--- config.mk ---
export PLATFORM = sky130hd
export DESIGN_NAME = vad_coef_mem
export DESIGN_NICKNAME = d
export VERILOG_FILES = /design/src/design/vad_coef_mem.sv
export SDC_FILE = /design/constraint.sdc
export NUM_CORES = 2
export LEC_CHECK = 0
export ABC_AREA = 0
export ABC_CLOCK_PERIOD_IN_PS = 3900
export BUFFER_PORTS_ARGS = -buffer_cell sky130_fd_sc_hd__buf_4
export CORE_AREA = 5 5 471 473
export DETAILED_ROUTE_END_ITERATION = 8
export DIE_AREA = 0 0 476 478
export GPL_TIMING_DRIVEN = 0
export SYNTH_ARGS = -nofsm -noshare
export SYNTH_HDL_FRONTEND = slang
export SYNTH_SLANG_ARGS = --single-unit
--- constraint.sdc ---
create_clock -name aclk -period 3.9 [get_ports aclk]
set_input_delay 0.78 -clock aclk [delete_from_list [all_inputs] [get_ports aclk]]
set_output_delay 0.78 -clock aclk [all_outputs]
set_load 0.02 [all_outputs]
--- src/design/vad_coef_mem.sv ---
module vad_coef_mem #(
    parameter int DEPTH = 128,
    parameter int AW    = 7
) (
    input  logic          aclk,
    input  logic          wr_en,
    input  logic [AW-1:0] wr_addr,
    input  logic [15:0]   wr_data,
    input  logic [AW-1:0] rd_addr_a,
    input  logic [AW-1:0] rd_addr_b,
    output logic [15:0]   rd_data_a,
    output logic [15:0]   rd_data_b
);
    logic [15:0] mem [DEPTH];

    // one write port, two registered read ports
    always_ff @(posedge aclk) begin
        if (wr_en) begin
            mem[wr_addr] <= wr_data;
        end
        rd_data_a <= mem[rd_addr_a];
        rd_data_b <= mem[rd_addr_b];
    end

endmodule

Yosys cells after proc, flatten, opt, wreduce, memory -nomap -nowiden
Memory sizes are Yosys's and may differ from the RTL's. A register that Yosys moved wholly into a read port is not among the register bits. Index checks and enable logic that the tools add are counted.

Input bits: 39. Output and inout bits: 32. Bits in writable memories: 2048. Logic and storage cells: 3. Memories: 1. Bits in registers: 0.

Memories: mem (depth 128, width 16, rd ports 2, clocked after memory_dff 2, write ports 1, RTL line 14) `logic [15:0] mem [DEPTH];`.

Mux-type cells: 2.

Operators by type and width (count): $mux W1 (2).

Logic depth before layout (Yosys ltp)
Depth after elaboration: 2. Gate-level depth with buffers: 7. Gate-level depth less buffers: 4.

Least setup slack after synthesis
OpenSTA, ideal clock, no wires.

Path type: input to register. Start point: input port rd_addr_b[0]. End point: register rd_data_b[0], read port of mem. Arrival: 3151 ps. Path slack: 628 ps. Buffers on the path: 2. Stages: 6. Cell sequence: buf_2 clkbuf_1 mux4_2 mux4_2 mux4_2 mux2_2.

RTL lines: from (decl) (RTL line 10) `input logic [AW-1:0] rd_addr_b,`; to (decl) (RTL line 12) `output logic [15:0] rd_data_b`.

==> impl_metrics.py <==
metrics = {
    "routing": {
        "drtAntennaViolNets": 0,
        "drt-total-wl_um": 307000,
        "drc_errors": 0,
        "post_drt_wl_per_cell_um": 41.4,
        "route.detailed.vias_per_inst": 6.80,
        "drt_iter0_markers": 7282,
        "vias": 50400,
        "first_pass_iters": 7,
    },
    "setup_path": {
        "crit_fanout": 10,
        "crit_path_top_delay_cell": "clkbuf_1",
        "worstSetupPathType": "primary input to register",
        "cpLargestDelayFamily": "multiplexers",
        "cpPeakStageDelay_ns": 0.83,
        "arrival_ns": 4.74,
        "worst-path-buf-inv": 3,
        "cp-start-kind": "primary input",
        "worstPathRequired_ns": 4.62,
        "crit_path_cell_trace": "clkbuf_1, clkbuf_2, clkbuf_1, mux4_2, mux4_2, mux4_2, mux2_2",
        "path_common_cell": "mux4_2",
        "end_kind": "register",
    },
    "layout": {
        "nNetsFinal": 4395,
        "layout_commonest_cell": "edfxtp_1",
        "regArea_um2": 62100,
        "fin_util_pct": 50.1,
        "drive_gt1_share_pct": 47.6,
        "most-common-layout-cells": "edfxtp_1, mux4_2, clkbuf_16, clkbuf_1, nor2_2",
        "nFillCells": 17000,
        "area_delta_synth_final_pct": 14.5,
        "multiInputGateArea_um2": 31700,
        "layout.cells.non_filler": 7423,
    },
    "timing": {
        "fin_setup_tns_ns": -1.66,
        "fmax_mhz": 249,
        "setup_ws_ns": -0.118,
        "hold_viol": 0,
        "worstMarginPinSlew_ns": 1.63,
        "min_period_ns": 4.02,
        "slew_viol_final": 175,
        "slew_headroom_pct": -8.76,
        "clock_skew_ns": 0.0366,
        "setup_viol": 29,
        "timing.final.crit_share_pct": 103,
    },
    "floorplanning": {
        "io_pins": 71,
        "die_w_um": 476,
        "core_area_um2": 217000,
        "fp.dieH_um": 478,
        "die-area_um2": 228000,
        "fp-row-count": 171,
        "initial_utilization_pct": 43.8,
    },
    "power": {
        "power_density_nw_per_um2": 455,
        "power_mw": 49.3,
        "ir_worst_vdd_mv": 0.369,
        "p_leak_nw": 33.0,
    },
    "run_status": {
        "outcome": "finished with violations",
        "violations": "capacitance limit, slew limit, setup timing",
    },
    "synthesis": {
        "yosysWarnings": 0,
        "syn_nets": 3980,
        "ys_ff_latch": 2080,
        "synth_cells": 3941,
        "ys_types": 16,
        "ys_seq_area_share_pct": 65.6,
        "syn_area_um2": 94800,
        "post_synth.cell_area_avg_um2": 24.1,
    },
    "clock_tree": {
        "clk_path_buf_depth": 3,
        "htreeDepth": 4,
        "numCtsBuffers": 217,
        "cts_tree": "yes",
        "clock-sinks": 2080,
        "clkSlewWorstSetupHoldPaths_ns": 0.06,
        "ctsRootBufferMaster": "clkbuf_16",
        "clock_latency_ns": 0.86,
    },
    "global_routing": {
        "grt_antenna_before_repair": 52,
        "grt_max_degree": 129,
        "busiest_layer": "met2",
        "use_met3_pct": 8.57,
        "use_met2_pct": 40.8,
        "grt_pass1_wl_um": 420000,
        "grt_use_total_pct": 27.0,
        "grtUsageMet1_pct": 36.6,
        "gr-total-overflow": 0,
        "first_global_vias": 50600,
    },
    "hold_path": {
        "worst_hold_path_type": "primary input to register",
    },
    "place": {
        "dp_hpwl_um": 219000,
        "place_congestion": 1.01,
        "portBuffers": 54,
        "dp.cells": 6979,
    },
    "run": {
        "cap_viol_max_count": 5,
    },
}
cells by family (layout without fill, tap and decap cells):
group | Yosys count | after routing | synth area share [%]
buffers and inverters | 315 | 908 | 1.40
flip-flops | 2080 | 2080 | 65.6
multiplexers | 1376 | 1376 | 32.3
other | 0 | 35 | 0
AND/OR/NAND/NOR | 170 | 170 | 0.735
flip-flops by register name, indices dropped and copies added (netlist names):
| name | flops |
|---|---|
| rd_data_a | 16 |
| rd_data_b | 16 |
| mem | 2048 |
power by group:
group	internal, mW	switching [mW]	total (mW)	leakage [nW]
logic	1.84	2.84	4.68	11.1
clock network	11.1	8.83	19.9	3.30
registers	24.7	0.0539	24.7	18.7
synth_stat cells (all sizes together):
cell type  number  area share, %
nor3            9          0.048
nand2          14          0.055
nand4           3          0.020
nor2b           7          0.046
nor2          122           0.48
nand3          12          0.063
or3             1         0.0066
mux4         1344             32
clkbuf        163           0.65
nand2b          2          0.013
buf           152           0.76
dfxtp          32           0.68
mux2           32           0.38
edfxtp       2048             65
path summary, 6_finish.rpt:
| check | slack (ns) | end | depth (start not counted) | from |
|---|---|---|---|---|
| max | -0.12 | rd_data_b[1] | 7 | rd_addr_b[2] |
| min | 0.22 | mem[113][12] | 1 | wr_data[12] |
| max reg2reg | 1.18 | rd_data_a[5] | 4 | mem[22][5] |
| min reg2reg | 1.21 | rd_data_b[10] | 4 | mem[58][10] |
cell type report:
cell class / instances / share of cell area (%)
plain buffers: 315 / 1.30
diodes: 35 / 0.0807
multi-input cells: 1546 / 29.2
clock buffers: 270 / 5.31
repair buffers: 196 / 2.67
flip-flops and latches: 2080 / 57.3
well taps: 2854 / 3.29
clock inverters: 127 / 0.898
per-layer routing:
layer | share of wire [%] | vias to the layer above
li1 | - | 18800
met1 | 37 | 27800
met2 | 46 | 3168
met3 | 12 | 602
met4 | 4.7 | 6
met5 | 0.015 | -
per-stage QoR:
| step | hold slack (ns) | setup WS (ns) | instance area, um2 |
|---|---|---|---|
| 6_report | 0.221 | -0.118 | 109000 |
| 5_1_grt | 0.175 | -0.00772 | 108000 |
| 4_1_cts | 0.457 | 0.000735 | 108000 |
| 3_5_place_dp | 1.20 | -1.84 | 101000 |
| 3_3_place_gp | 1.16 | -1.86 | 98800 |
| 2_1_floorplan | 0.879 | 0.628 | 94800 |
timing repair:
item	in CTS	in global routing
setup buffers	0	0
resized for setup	25	34
pin swaps	0	0
hold buffers	0	0
endpoints found under the setup margin	32	28
No activity file was read; power rests on OpenSTA's default activity.
