--- src/design/vad_pkg.sv ---
package vad_pkg;

    // request kinds carried in s_tuser
    localparam logic [1:0] REQ_BOOK  = 2'd0;
    localparam logic [1:0] REQ_START = 2'd1;
    localparam logic [1:0] REQ_BYTE  = 2'd2;

    // history source on a start request
    localparam logic [1:0] HIST_ZERO  = 2'd0;
    localparam logic [1:0] HIST_LOOP  = 2'd1;
    localparam logic [1:0] HIST_GIVEN = 2'd2;

    // register map, selected by paddr[2]
    localparam logic REG_LOOP_NEWEST = 1'b0;
    localparam logic REG_LOOP_OLDER  = 1'b1;

    localparam int SAMPLE_W = 16;
    localparam int ACC_W    = 36;
    localparam int FRAC_W   = 11;

    localparam logic [SAMPLE_W-1:0] SAT_MAX = 16'h7fff;
    localparam logic [SAMPLE_W-1:0] SAT_MIN = 16'h8000;

    // per-lane control from the sequencer
    typedef struct packed {
        logic init;
        logic mac;
    } lane_ctrl_t;

endpackage

--- src/design/vad_lane.sv ---
module vad_lane (
    input  logic                     aclk,
    input  vad_pkg::lane_ctrl_t      ctrl,
    input  logic [15:0]              init_res,
    input  logic [15:0]              coef,
    input  logic [15:0]              operand,
    output logic [15:0]              sample
);
    import vad_pkg::*;

    logic [ACC_W-1:0] acc_reg;
    logic [ACC_W-1:0] acc_next;
    logic [31:0]      prod;
    logic             fits;

    assign prod = 32'($signed(coef) * $signed(operand));

    // residual times 2048 seeds the sum, then one product a cycle while mac is high
    always_comb begin
        acc_next = acc_reg;
        if (ctrl.init) begin
            acc_next = {{(ACC_W-SAMPLE_W-FRAC_W){init_res[15]}}, init_res, {FRAC_W{1'b0}}};
        end else if (ctrl.mac) begin
            acc_next = acc_reg + {{(ACC_W-32){prod[31]}}, prod};
        end
    end

    always_ff @(posedge aclk) begin
        acc_reg <= acc_next;
    end

    // floor shift right 11 and saturate to 16 bits
    assign fits = (acc_reg[ACC_W-1:FRAC_W+SAMPLE_W-1] == '0) ||
                  (acc_reg[ACC_W-1:FRAC_W+SAMPLE_W-1] == '1);

    always_comb begin
        if (fits) begin
            sample = acc_reg[FRAC_W+SAMPLE_W-1:FRAC_W];
        end else if (acc_reg[ACC_W-1]) begin
            sample = SAT_MIN;
        end else begin
            sample = SAT_MAX;
        end
    end

endmodule

--- config.mk ---
export PLATFORM = sky130hd
export DESIGN_NAME = vad_lane
export DESIGN_NICKNAME = d
export VERILOG_FILES = /design/src/design/vad_pkg.sv /design/src/design/vad_lane.sv
export SDC_FILE = /design/constraint.sdc
export NUM_CORES = 1
export LEC_CHECK = 0
export CORE_AREA = 2 2 151 153
export DETAILED_ROUTE_END_ITERATION = 16
export DIE_AREA = 0 0 153 155
export DONT_BUFFER_PORTS = 1
export PLACE_DENSITY = 0.78
export SLEW_MARGIN = 0
export SYNTH_ARGS = -nofsm -noshare
export SYNTH_HDL_FRONTEND = slang
export SYNTH_SLANG_ARGS = --single-unit
--- constraint.sdc ---
create_clock -name aclk -period 17.2 [get_ports aclk]
set_input_delay 0 -clock aclk [delete_from_list [all_inputs] [get_ports aclk]]
set_output_delay 0 -clock aclk [all_outputs]
set_load 0.01 [all_outputs]
==> Word-level counts from Yosys, hierarchy flattened <==
Index checks and enable logic that the tools add are counted.
{ "classes": {"mul": 1, "reduce_logical": 3, "eq_ne": 1, "addsub": 1, "n_mux": 4} }
{ "ops": {"columns": ["operator", "count"], "rows": [
  ["36-bit two-way mux", 2],
  ["36-bit adder", 1],
  ["16-bit by 16-bit multiplier with 32-bit output", 1],
  ["16-bit two-way mux", 2],
  ["10-bit == test, second input constant", 1],
  ["10-bit zero test", 1],
  ["2-bit nonzero test", 1],
  ["1-bit logical OR", 1]
]} }
{ "totals": {"regBits": 36, "wordCells": 12, "input_bits": 51, "out_inout_bits": 16} }

==> Depth between registers and ports, before layout <==
Gate-level depths: netlist of run 1.
{ "logic_depth": {"depth_word": 4, "depth_mapped": 33, "ltp_nobuf": 32} }

==> Worst setup path before layout of run 1 <==
No wires, ideal clock.
{ "synth_path": {"path_type": "in2reg", "start": "input operand[7]", "end": "register acc_reg[31], data pin", "path_buffers": 2, "stages": 32, "required_time_ns": 16.933, "arrival_time_ns": 6.638, "path_slack_ns": 10.295, "setup_time_ns": 0.267, "path_cell_list": "clkbuf_1 > nand2_1 > fa_1 > inv_1 > fa_1 > inv_1 > fa_1 > inv_1 > fa_1 > fa_1 > inv_1 > fa_1 > inv_1 > ha_1 > buf_2 > a41oi_1 > o21ai_0 > a21oi_1 > o31a_1 > o21ai_1 > a221oi_1 > nor2b_1 > xnor2_1 > ha_1 > and3_1 > nand2_1 > nor2_1 > a211oi_1 > nand2_1 > a21o_1 > a211oi_1 > o41ai_1"} }
{ "synth_via": {"elab_chain_len": 4} }
{ "synth_rtl": {"columns": ["element", "line_no", "text"], "rows": [
  ["start: declaration", "vad_lane.sv:6", "input logic [15:0] operand,"],
  ["16-bit by 16-bit multiplier with 32-bit output", "vad_lane.sv:16", "assign prod = 32'($signed(coef) * $signed(operand));"],
  ["36-bit adder", "vad_lane.sv:24", "acc_next = acc_reg + {{(ACC_W-32){prod[31]}}, prod};"],
  ["36-bit two-way mux", "vad_lane.sv:23", "end else if (ctrl.mac) begin"],
  ["36-bit two-way mux", "vad_lane.sv:21", "if (ctrl.init) begin"],
  ["net acc_next[31]", "vad_lane.sv:12", "logic [ACC_W-1:0] acc_next;"],
  ["end signal: assignment", "vad_lane.sv:29", "acc_reg <= acc_next;"],
  ["end: declaration", "vad_lane.sv:11", "logic [ACC_W-1:0] acc_reg;"]
]} }
The timed path passes the listed nets, and every way through them passes these cells. The select of a mux whose other input is x is not followed.
A chain may end at the register's enable or synchronous reset.

==> Final worst setup path of run 1 <==
{ "layout_path": {"start": "input operand[15]", "end": "register acc_reg[31], data pin"} }
Same word-level chain as after synthesis.

==> results of run 1 <==
## area by class of cell
class	instances	share of cell area, %
flip-flops and latches	36	7.12
multi-input cells	1076	79.2
clock buffers	8	1.15
repair buffers	21	1.50
well taps	285	2.62
inverters	305	8.40
## worst register-to-register path: cells and delay by family (launching register included)
kind / cells / cell delay, ns
AOI/OAI and AO/OA: 7 / 1.60
adders and majority gates: 2 / 0.71
DFF: 1 / 0.31
and+or+nand+nor: 2 / 0.27
## per-layer routing
| metal | vias to the layer above | track usage (%) | part of all wire (%) |
|---|---|---|---|
| met5 | - | 0 | 0 |
| met4 | 0 | 9.26 | 3.6 |
| met3 | 82 | 2.81 | 4.7 |
| met2 | 304 | 46.5 | 51 |
| met1 | 4909 | 35.8 | 41 |
| li1 | 4507 | - | - |
## metrics by stage
stage | util [%] | area (um^2)
after floorplan | - | 13100
after global placement | 59.8 | 13300
after detailed placement | 59.8 | 13300
after CTS | 61.3 | 13600
after global routing | 61.3 | 13600
final | 61.3 | 13600
## placed cells by master (no fill, tap or decap), types with 10 or more instances in the layout
cell and count:
a21oi_1 52, inv_1 305, a211oi_1 10, xnor2_1 50, nand2b_1 14, edfxtp_1 25, dlygate4sd3_1 19, nand2_1 178
fa_1 263, o21ai_0 37, o21ai_1 21, a21o_1 27, nor2_1 49, and2_1 119, dfxtp_1 11, nand3_1 11
nor2b_1 10, ha_1 117
## final timing paths
path,end,slack [ns],cells past startpoint
max,acc_reg[31],10.13,28
min,acc_reg[21],0.008,2
max reg2reg,acc_reg[28],14.06,11
min reg2reg,acc_reg[2],0.49,2
## cell usage after synthesis, drive strengths merged, types with 11 or more instances
| master | number |
|---|---|
| xnor2 | 50 |
| nand2 | 178 |
| nand2b | 14 |
| edfxtp | 25 |
| and2 | 119 |
| ha | 117 |
| nor2 | 49 |
| o21a | 11 |
| o21ai | 58 |
| nand3 | 11 |
| inv | 305 |
| dfxtp | 11 |
| a21o | 28 |
| fa | 263 |
| nor2b | 11 |
| a21oi | 56 |
| clkbuf | 40 |
## cell families after synthesis
| family | Yosys count |
|---|---|
| and+or+nand+nor | 419 |
| adders and majority gates | 380 |
| buffers and inverters | 351 |
| AOI/OAI and AO/OA | 209 |
| xor gates and xnor gates | 60 |
| DFF | 36 |
| muxes | 8 |
==> results.json, run 1 <==
{
  "tritoncts": "done",
  "initial_utilization_pct": 58.9,
  "postCtsHoldBufs": 19,
  "seqCellArea_um2": 971,
  "setup_viol": 0,
  "synth_ff_type": "edfxtp_1",
  "coreArea_um2": 22200,
  "pre_cts_slack_ns": 9.89,
  "netlist_top_cells_area": "fa_1 (40%), ha_1 (11%), inv_1 (8.7%), edfxtp_1 (5.7%), and2_1 (5.7%)",
  "numClockSinks": 36,
  "grt_pass1_vias": 10457,
  "drive_above_1_share_pct": 2.35,
  "clk_path_buf_depth": 2,
  "synth.net_count": 1894,
  "critPathSlowestCell": "fa_1",
  "dieWidth_um": 153,
  "crit_path_end_kind": "flop",
  "grt_usage_pct": 26.9,
  "cts_setup_buffers": 0,
  "synth_edf_count": 25,
  "syn_avg_cell_area_um2": 8.96,
  "yosysTopAreaCell": "fa_1",
  "min_period_ns": 7.07,
  "grt_pass1_wl_um": 51600,
  "synthSimpleGateAreaFrac_pct": 15.8,
  "stdcell_count": 1731,
  "post_drt_wl_per_cell_um": 17.6,
  "cpPeakStageDelay_ns": 0.53,
  "dp_hpwl_um": 25000,
  "vias": 9802,
  "dieArea_um2": 23700,
  "drv_cap": 0,
  "worstSkewPairLatency_ns": 0.29,
  "hold_path_class": "in -> reg",
  "crit_required_ns": 17.22,
  "outcome": "finished clean",
  "die_h_um": 155,
  "fp-row-count": 55,
  "critPathTopFamily": "adder cells",
  "gr-total-overflow": 0,
  "rsz0062_at_grt": "false",
  "cts_resized": 0,
  "drc": 0,
  "fin_ws_ns": 10.13,
  "boundaryPins": 67,
  "crit_buf_inv": 3,
  "slew_violations": 0,
  "gp_congestion": 0.941,
  "startpoint_type": "input port",
  "r2r-start": "acc_reg[0]",
  "dp.cells": 1704,
  "critPathMostFrequentCell": "fa_1",
  "fin_nets": 1876,
  "syn_inst": 1463,
  "clk_pin_slew_ns": 0.06,
  "synth-async-reset-ratio_pct": 0,
  "clock_skew_ns": 0.00951,
  "synth_compound_area_share_pct": 10.5,
  "synth_area_um2": 13100,
  "multi_input_area_um2": 10800,
  "wirelength_um": 30500,
  "hold_viol": 0,
  "n_fill_cell": 1862,
  "first_pass_iters": 5,
  "fmaxAchievable_ghz": 0.141,
  "drtAntennaViolNets": 0,
  "tightest_slew_ns": 1.07,
  "synth_top_area_share_pct": 40.2,
  "tns_ns": 0,
  "cts_buffers": 5,
  "worstHoldStart": "ctrl[0]",
  "synth_xor_area_share_pct": 4.13,
  "grt_max_degree": 28,
  "yosysUniqueCellTypes": 70,
  "ys_ff_latch": 36,
  "synth_top_family_by_area": "adder cells",
  "first_iter_violations": 709,
  "syn_to_final_growth_pct": 4.07,
  "ys_seq_area_share_pct": 7.41,
  "finalCritPeriodShare_pct": 41.1,
  "synth_adder_area_share_pct": 51.4,
  "hold_slack_ns": 0.00814,
  "crit_arrival_ns": 7.09,
  "worstPathMaxFanout": 12,
  "htreeDepth": 2,
  "synth_mux_area_share_pct": 0.611,
  "viasPerCell": 5.66,
  "antenna_found_initial": 0,
  "cts-root-buf": "clkbuf_16",
  "synth_warnings": 0,
  "num_antenna_cells": 0,
  "largest_reg_flops": 36,
  "worstSetupPathType": "in -> reg",
  "startpoint": "operand[15]",
  "port_buffers": 0,
  "slew_headroom_pct": 28.5
}
Power of run 1 is not shown: default switching activity piles up to over one toggle a cycle in this logic, so the estimate is an artifact.
==> inputs of run 2 (changes only) <==
Settings changed: PLACE_DENSITY 0.78 to 0.81.
Clock period 17.2 ns to 5.9 ns, I/O delays scaled along.
==> run 2 against run 1 <==
  * The flow now finishes with violations (negative setup slack)
  * First-iteration DRC count rose by 2.0%
  * Worst setup slack got worse by 11 ns
  * Die area did not move
  * Global-route usage rose by 4.0 points
  * Sequential cell count did not move
  * Critical path depth rose by 1
  * Final cell count rose by 10%
  * Register-to-register slack got worse by 11 ns
  * Worst hold slack improved by 0.14 ns
  * Final area rose by 15%
  * Utilization rose by 9.0 points
  * Non-clock buffer count rose by 172
  * Critical path type unchanged
  * Highest routed layer unchanged
==> results.json, run 2 (synthesis results as in run 1) <==
{
  "outcome": "complete, but fails checks",
  "violations": "negative setup slack",
  "placed_area_um2": 14600,
  "vias": 10853,
  "fp-row-count": 55,
  "critPathSlowestCell": "fa_2",
  "grt_max_degree": 28,
  "cpPeakStageDelay_ns": 0.59,
  "fmaxAchievable_ghz": 0.153,
  "gr-total-overflow": 0,
  "tns_ns": -8.04,
  "setup_viol": 16,
  "gp_congestion": 0.924,
  "slew_violations": 0,
  "hold_path_class": "in -> reg",
  "largest_reg_flops": 36,
  "drc": 0,
  "rsz0062_at_grt": "true",
  "post-route-cell-area_um2": 15600,
  "cts_buffers": 5,
  "hold_viol": 0,
  "slew_headroom_pct": 22.6,
  "fin_nets": 2048,
  "drive_above_1_share_pct": 20.1,
  "coreArea_um2": 22200,
  "most-common-layout-cells": "inv_1 (292), fa_1 (258), buf_4 (170), nand2_1 (168), and2_1 (112)",
  "post_drt_wl_per_cell_um": 18.8,
  "clk_path_buf_depth": 2,
  "startpoint_type": "input port",
  "final_common_cell": "inv_1",
  "clk_pin_slew_ns": 0.06,
  "crit_arrival_ns": 6.59,
  "initial_utilization_pct": 58.9,
  "dieWidth_um": 153,
  "numClockSinks": 36,
  "worstPathMaxFanout": 16,
  "viasPerCell": 5.70,
  "grt_usage_pct": 30.9,
  "crit_path_end_kind": "flop",
  "grt_pass1_wl_um": 59300,
  "first_iter_violations": 723,
  "finalCritPeriodShare_pct": 111,
  "first_pass_iters": 7,
  "antenna_found_initial": 1,
  "die_h_um": 155,
  "worstSetupPathType": "in -> reg",
  "tightest_slew_ns": 1.16,
  "crit_required_ns": 5.93,
  "clock_skew_ns": 0.0102,
  "syn_to_final_growth_pct": 19.4,
  "dieArea_um2": 23700,
  "cts-root-buf": "clkbuf_16",
  "hold_slack_ns": 0.153,
  "min_period_ns": 6.55,
  "drtAntennaViolNets": 0,
  "worstSkewPairLatency_ns": 0.29,
  "dp_hpwl_um": 28000,
  "boundaryPins": 67,
  "fin_ws_ns": -0.654,
  "drv_cap": 0,
  "htreeDepth": 2,
  "wirelength_um": 35700,
  "n_fill_cell": 1565,
  "critPathMostFrequentCell": "fa_1",
  "port_buffers": 0,
  "tritoncts": "done",
  "r2r_slack_ns": 2.78,
  "grt_pass1_vias": 11812
}
[run 2: cell types whose count changed in the layout (fill, tap and decap cells not counted), moves of 13 or more]
cell / before / now
buf_4: 2 / 170
a21oi_1: 52 / 28
a21oi_2: 3 / 25
ha_1: 117 / 98
ha_4: 0 / 19
inv_1: 305 / 292
[run 2: metal layers]
metal	track usage [%]	wire, um	vias to the layer above
li1	-	-	4848
met1	42.1	14500	5433
met2	53.3	17900	486
met3	4.54	2590	86
met4	6.26	752	0
met5	0	0	-
[run 2: worst paths after layout]
| kind | cells after the start | startpoint | endpoint |
|---|---|---|---|
| max reg2reg | 11 | acc_reg[0] | acc_reg[34] |
| max | 29 | operand[3] | acc_reg[34] |
| min reg2reg | 2 | acc_reg[2] | acc_reg[2] |
| min | 2 | init_res[15] | acc_reg[34] |
[run 2: critical path, delay by kind of cell]
family | cells | cell delay (ns)
adder cells (fa/ha/maj) | 8 | 3.56
AO/OA/AOI/OAI | 10 | 1.73
AND/OR/NAND/NOR | 4 | 0.55
buffers and inverters | 5 | 0.42
XOR/XNOR | 2 | 0.29
[run 2: what timing repair did]
| item | CTS | global route |
|---|---|---|
| endpoints found under the setup margin | 19 | 23 |
| hold buffers | 19 | 0 |
| buffers inserted | 12 | 15 |
| endpoints found under the hold margin | 26 | 0 |
| gates resized for setup | 64 | 40 |
| pin swaps | 72 | 38 |
[run 2: final cells by class]
type	instances	area (um^2)	area share [%]
repair buffers	193	1520	9.72
flip-flops and latches	36	971	6.21
inverters	305	1150	7.36
clock buffers	6	150	0.960
well taps	285	357	2.28
clock inverters	2	11.3	0.0720
multi-input cells	1076	11500	73.4
diodes	1	2.50	0.0160
[run 2: per-stage QoR]
stage,setup slack [ns],instances,util (%)
finish,-0.654,1904,70.4
global route,-0.882,1904,70.4
CTS,-0.553,1888,69.0
detailed placement,-0.992,1849,65.6
global placement,-0.815,1849,65.6
floorplan,-0.661,1463,-
Power of run 2 is left out for the same reason.
==> inputs of run 3 (changes only) <==
Settings changed: CORE_AREA 2 2 151 153 to 2 2 197 199, DIE_AREA 0 0 153 155 to 0 0 199 201, PLACE_DENSITY 0.81 to 0.53.
==> run 3 against run 2 <==
  * The flow still finishes with violations (negative setup slack)
  * Final cell count up 12%
  * Wire length down 3.5%
  * Clock skew down 0.0043 ns
  * Worst hold slack worse by 0.046 ns
  * Register-to-register slack better by 0.17 ns
  * Final area up 3.1%
==> results.json, run 3 (synthesis results as in run 1) <==
{
  "crit_path_end_kind": "flop",
  "crit_arrival_ns": 6.70,
  "cts-root-buf": "clkbuf_16",
  "dieArea_um2": 40000,
  "stdcell_count": 2140,
  "boundaryPins": 67,
  "htreeDepth": 2,
  "slew_violations": 0,
  "coreArea_um2": 38100,
  "reg2regPathDepth": 12,
  "startpoint_type": "input port",
  "fp-row-count": 72,
  "min_period_ns": 6.55,
  "slew_headroom_pct": 51.1,
  "clk_path_buf_depth": 2,
  "fmaxAchievable_ghz": 0.153,
  "tns_ns": -6.42,
  "gr-total-overflow": 0,
  "clk_pin_slew_ns": 0.06,
  "r2r_slack_ns": 2.95,
  "wirelength_um": 34500,
  "num_antenna_cells": 0,
  "port_buffers": 0,
  "drc": 0,
  "syn_to_final_growth_pct": 23.1,
  "drtAntennaViolNets": 0,
  "rsz0062_at_grt": "true",
  "violations": "negative setup slack",
  "grt_usage_pct": 18.1,
  "grt_max_degree": 28,
  "worstSkewPairLatency_ns": 0.29,
  "first_pass_iters": 5,
  "antenna_found_initial": 1,
  "drv_cap": 0,
  "hold_viol": 0,
  "gp_congestion": 0.848,
  "fin_ws_ns": -0.653,
  "crit_required_ns": 6.04,
  "die_h_um": 201,
  "critPathSlowestCell": "fa_1",
  "worstPathMaxFanout": 16,
  "viasPerCell": 4.74,
  "hold_path_class": "in -> reg",
  "grt_pass1_wl_um": 57900,
  "setup_viol": 16,
  "largest_reg_flops": 36,
  "first_iter_violations": 469,
  "grt_pass1_vias": 10828,
  "finalCritPeriodShare_pct": 111,
  "final_common_cell": "inv_1",
  "dieWidth_um": 199,
  "numClockSinks": 36,
  "initial_utilization_pct": 34.4,
  "tritoncts": "done",
  "most-common-layout-cells": "inv_1 (287), fa_1 (259), nand2_1 (171), buf_4 (162), and2_1 (110)",
  "worstSetupPathType": "in -> reg",
  "drive_above_1_share_pct": 21.2,
  "vias": 10133,
  "fin_nets": 2052,
  "dp.cells": 2094,
  "clock_skew_ns": 0.00592,
  "cpPeakStageDelay_ns": 0.55,
  "outcome": "complete, but fails checks",
  "cts_buffers": 5,
  "hold_depth": 3,
  "tightest_slew_ns": 0.733,
  "post_drt_wl_per_cell_um": 16.1,
  "critPathMostFrequentCell": "fa_1",
  "dp_hpwl_um": 28300
}
[run 3: path summary, 6_finish.rpt]
kind / to / from
setup reg to reg: acc_reg[34] / acc_reg[0]
setup / recovery: acc_reg[35] / operand[10]
hold / removal: acc_reg[21] / ctrl[0]
hold reg to reg: acc_reg[6] / acc_reg[6]
[run 3: timing repair]
item                                    CTS  global route
resized for setup                        62            80
pin swaps                                62            79
hold buffers                             21             0
endpoints found under the hold margin    26             0
buffers inserted                          8            11
endpoints found under the setup margin   19            21
[run 3: cell type report]
type / instances / area [um^2]
tap: 518 / 648
inverter: 305 / 1150
fill: 3754 / 22000
clock buffer: 7 / 154
timing repair buffer: 197 / 1590
clock inverter: 1 / 5.00
sequential: 36 / 971
multi-input combinational: 1076 / 11600
[run 3: routing by layer]
layer	vias to the layer above	share of wire [%]	GRT usage (%)
li1	4850	-	-
met1	5085	51	28.1
met2	184	45	27.8
met3	14	4.0	1.86
met4	0	0.59	1.79
met5	-	0	0
[run 3: critical path: cells and delay by family]
kind | cells | cell delay (ns)
fa+ha+maj | 8 | 3.62
compound gates | 6 | 1.09
simple gates | 6 | 0.88
buf+inv | 7 | 0.63
xor+xnor | 2 | 0.49
[run 3: metrics by stage]
| step | setup WS, ns | instance area (um^2) | hold slack [ns] | util (%) |
|---|---|---|---|---|
| final | -0.653 | 16100 | 0.107 | 42.3 |
| after global routing | -0.872 | 16100 | 0.119 | 42.3 |
| after CTS | -0.556 | 15700 | 0.0974 | 41.2 |
| after detailed placement | -0.976 | 15000 | 0.0828 | 39.2 |
| after global placement | -0.928 | 15000 | 0.0784 | 39.2 |
| after floorplan | -0.661 | 13400 | 0.190 | - |
Power of run 3 is left out for the same reason.
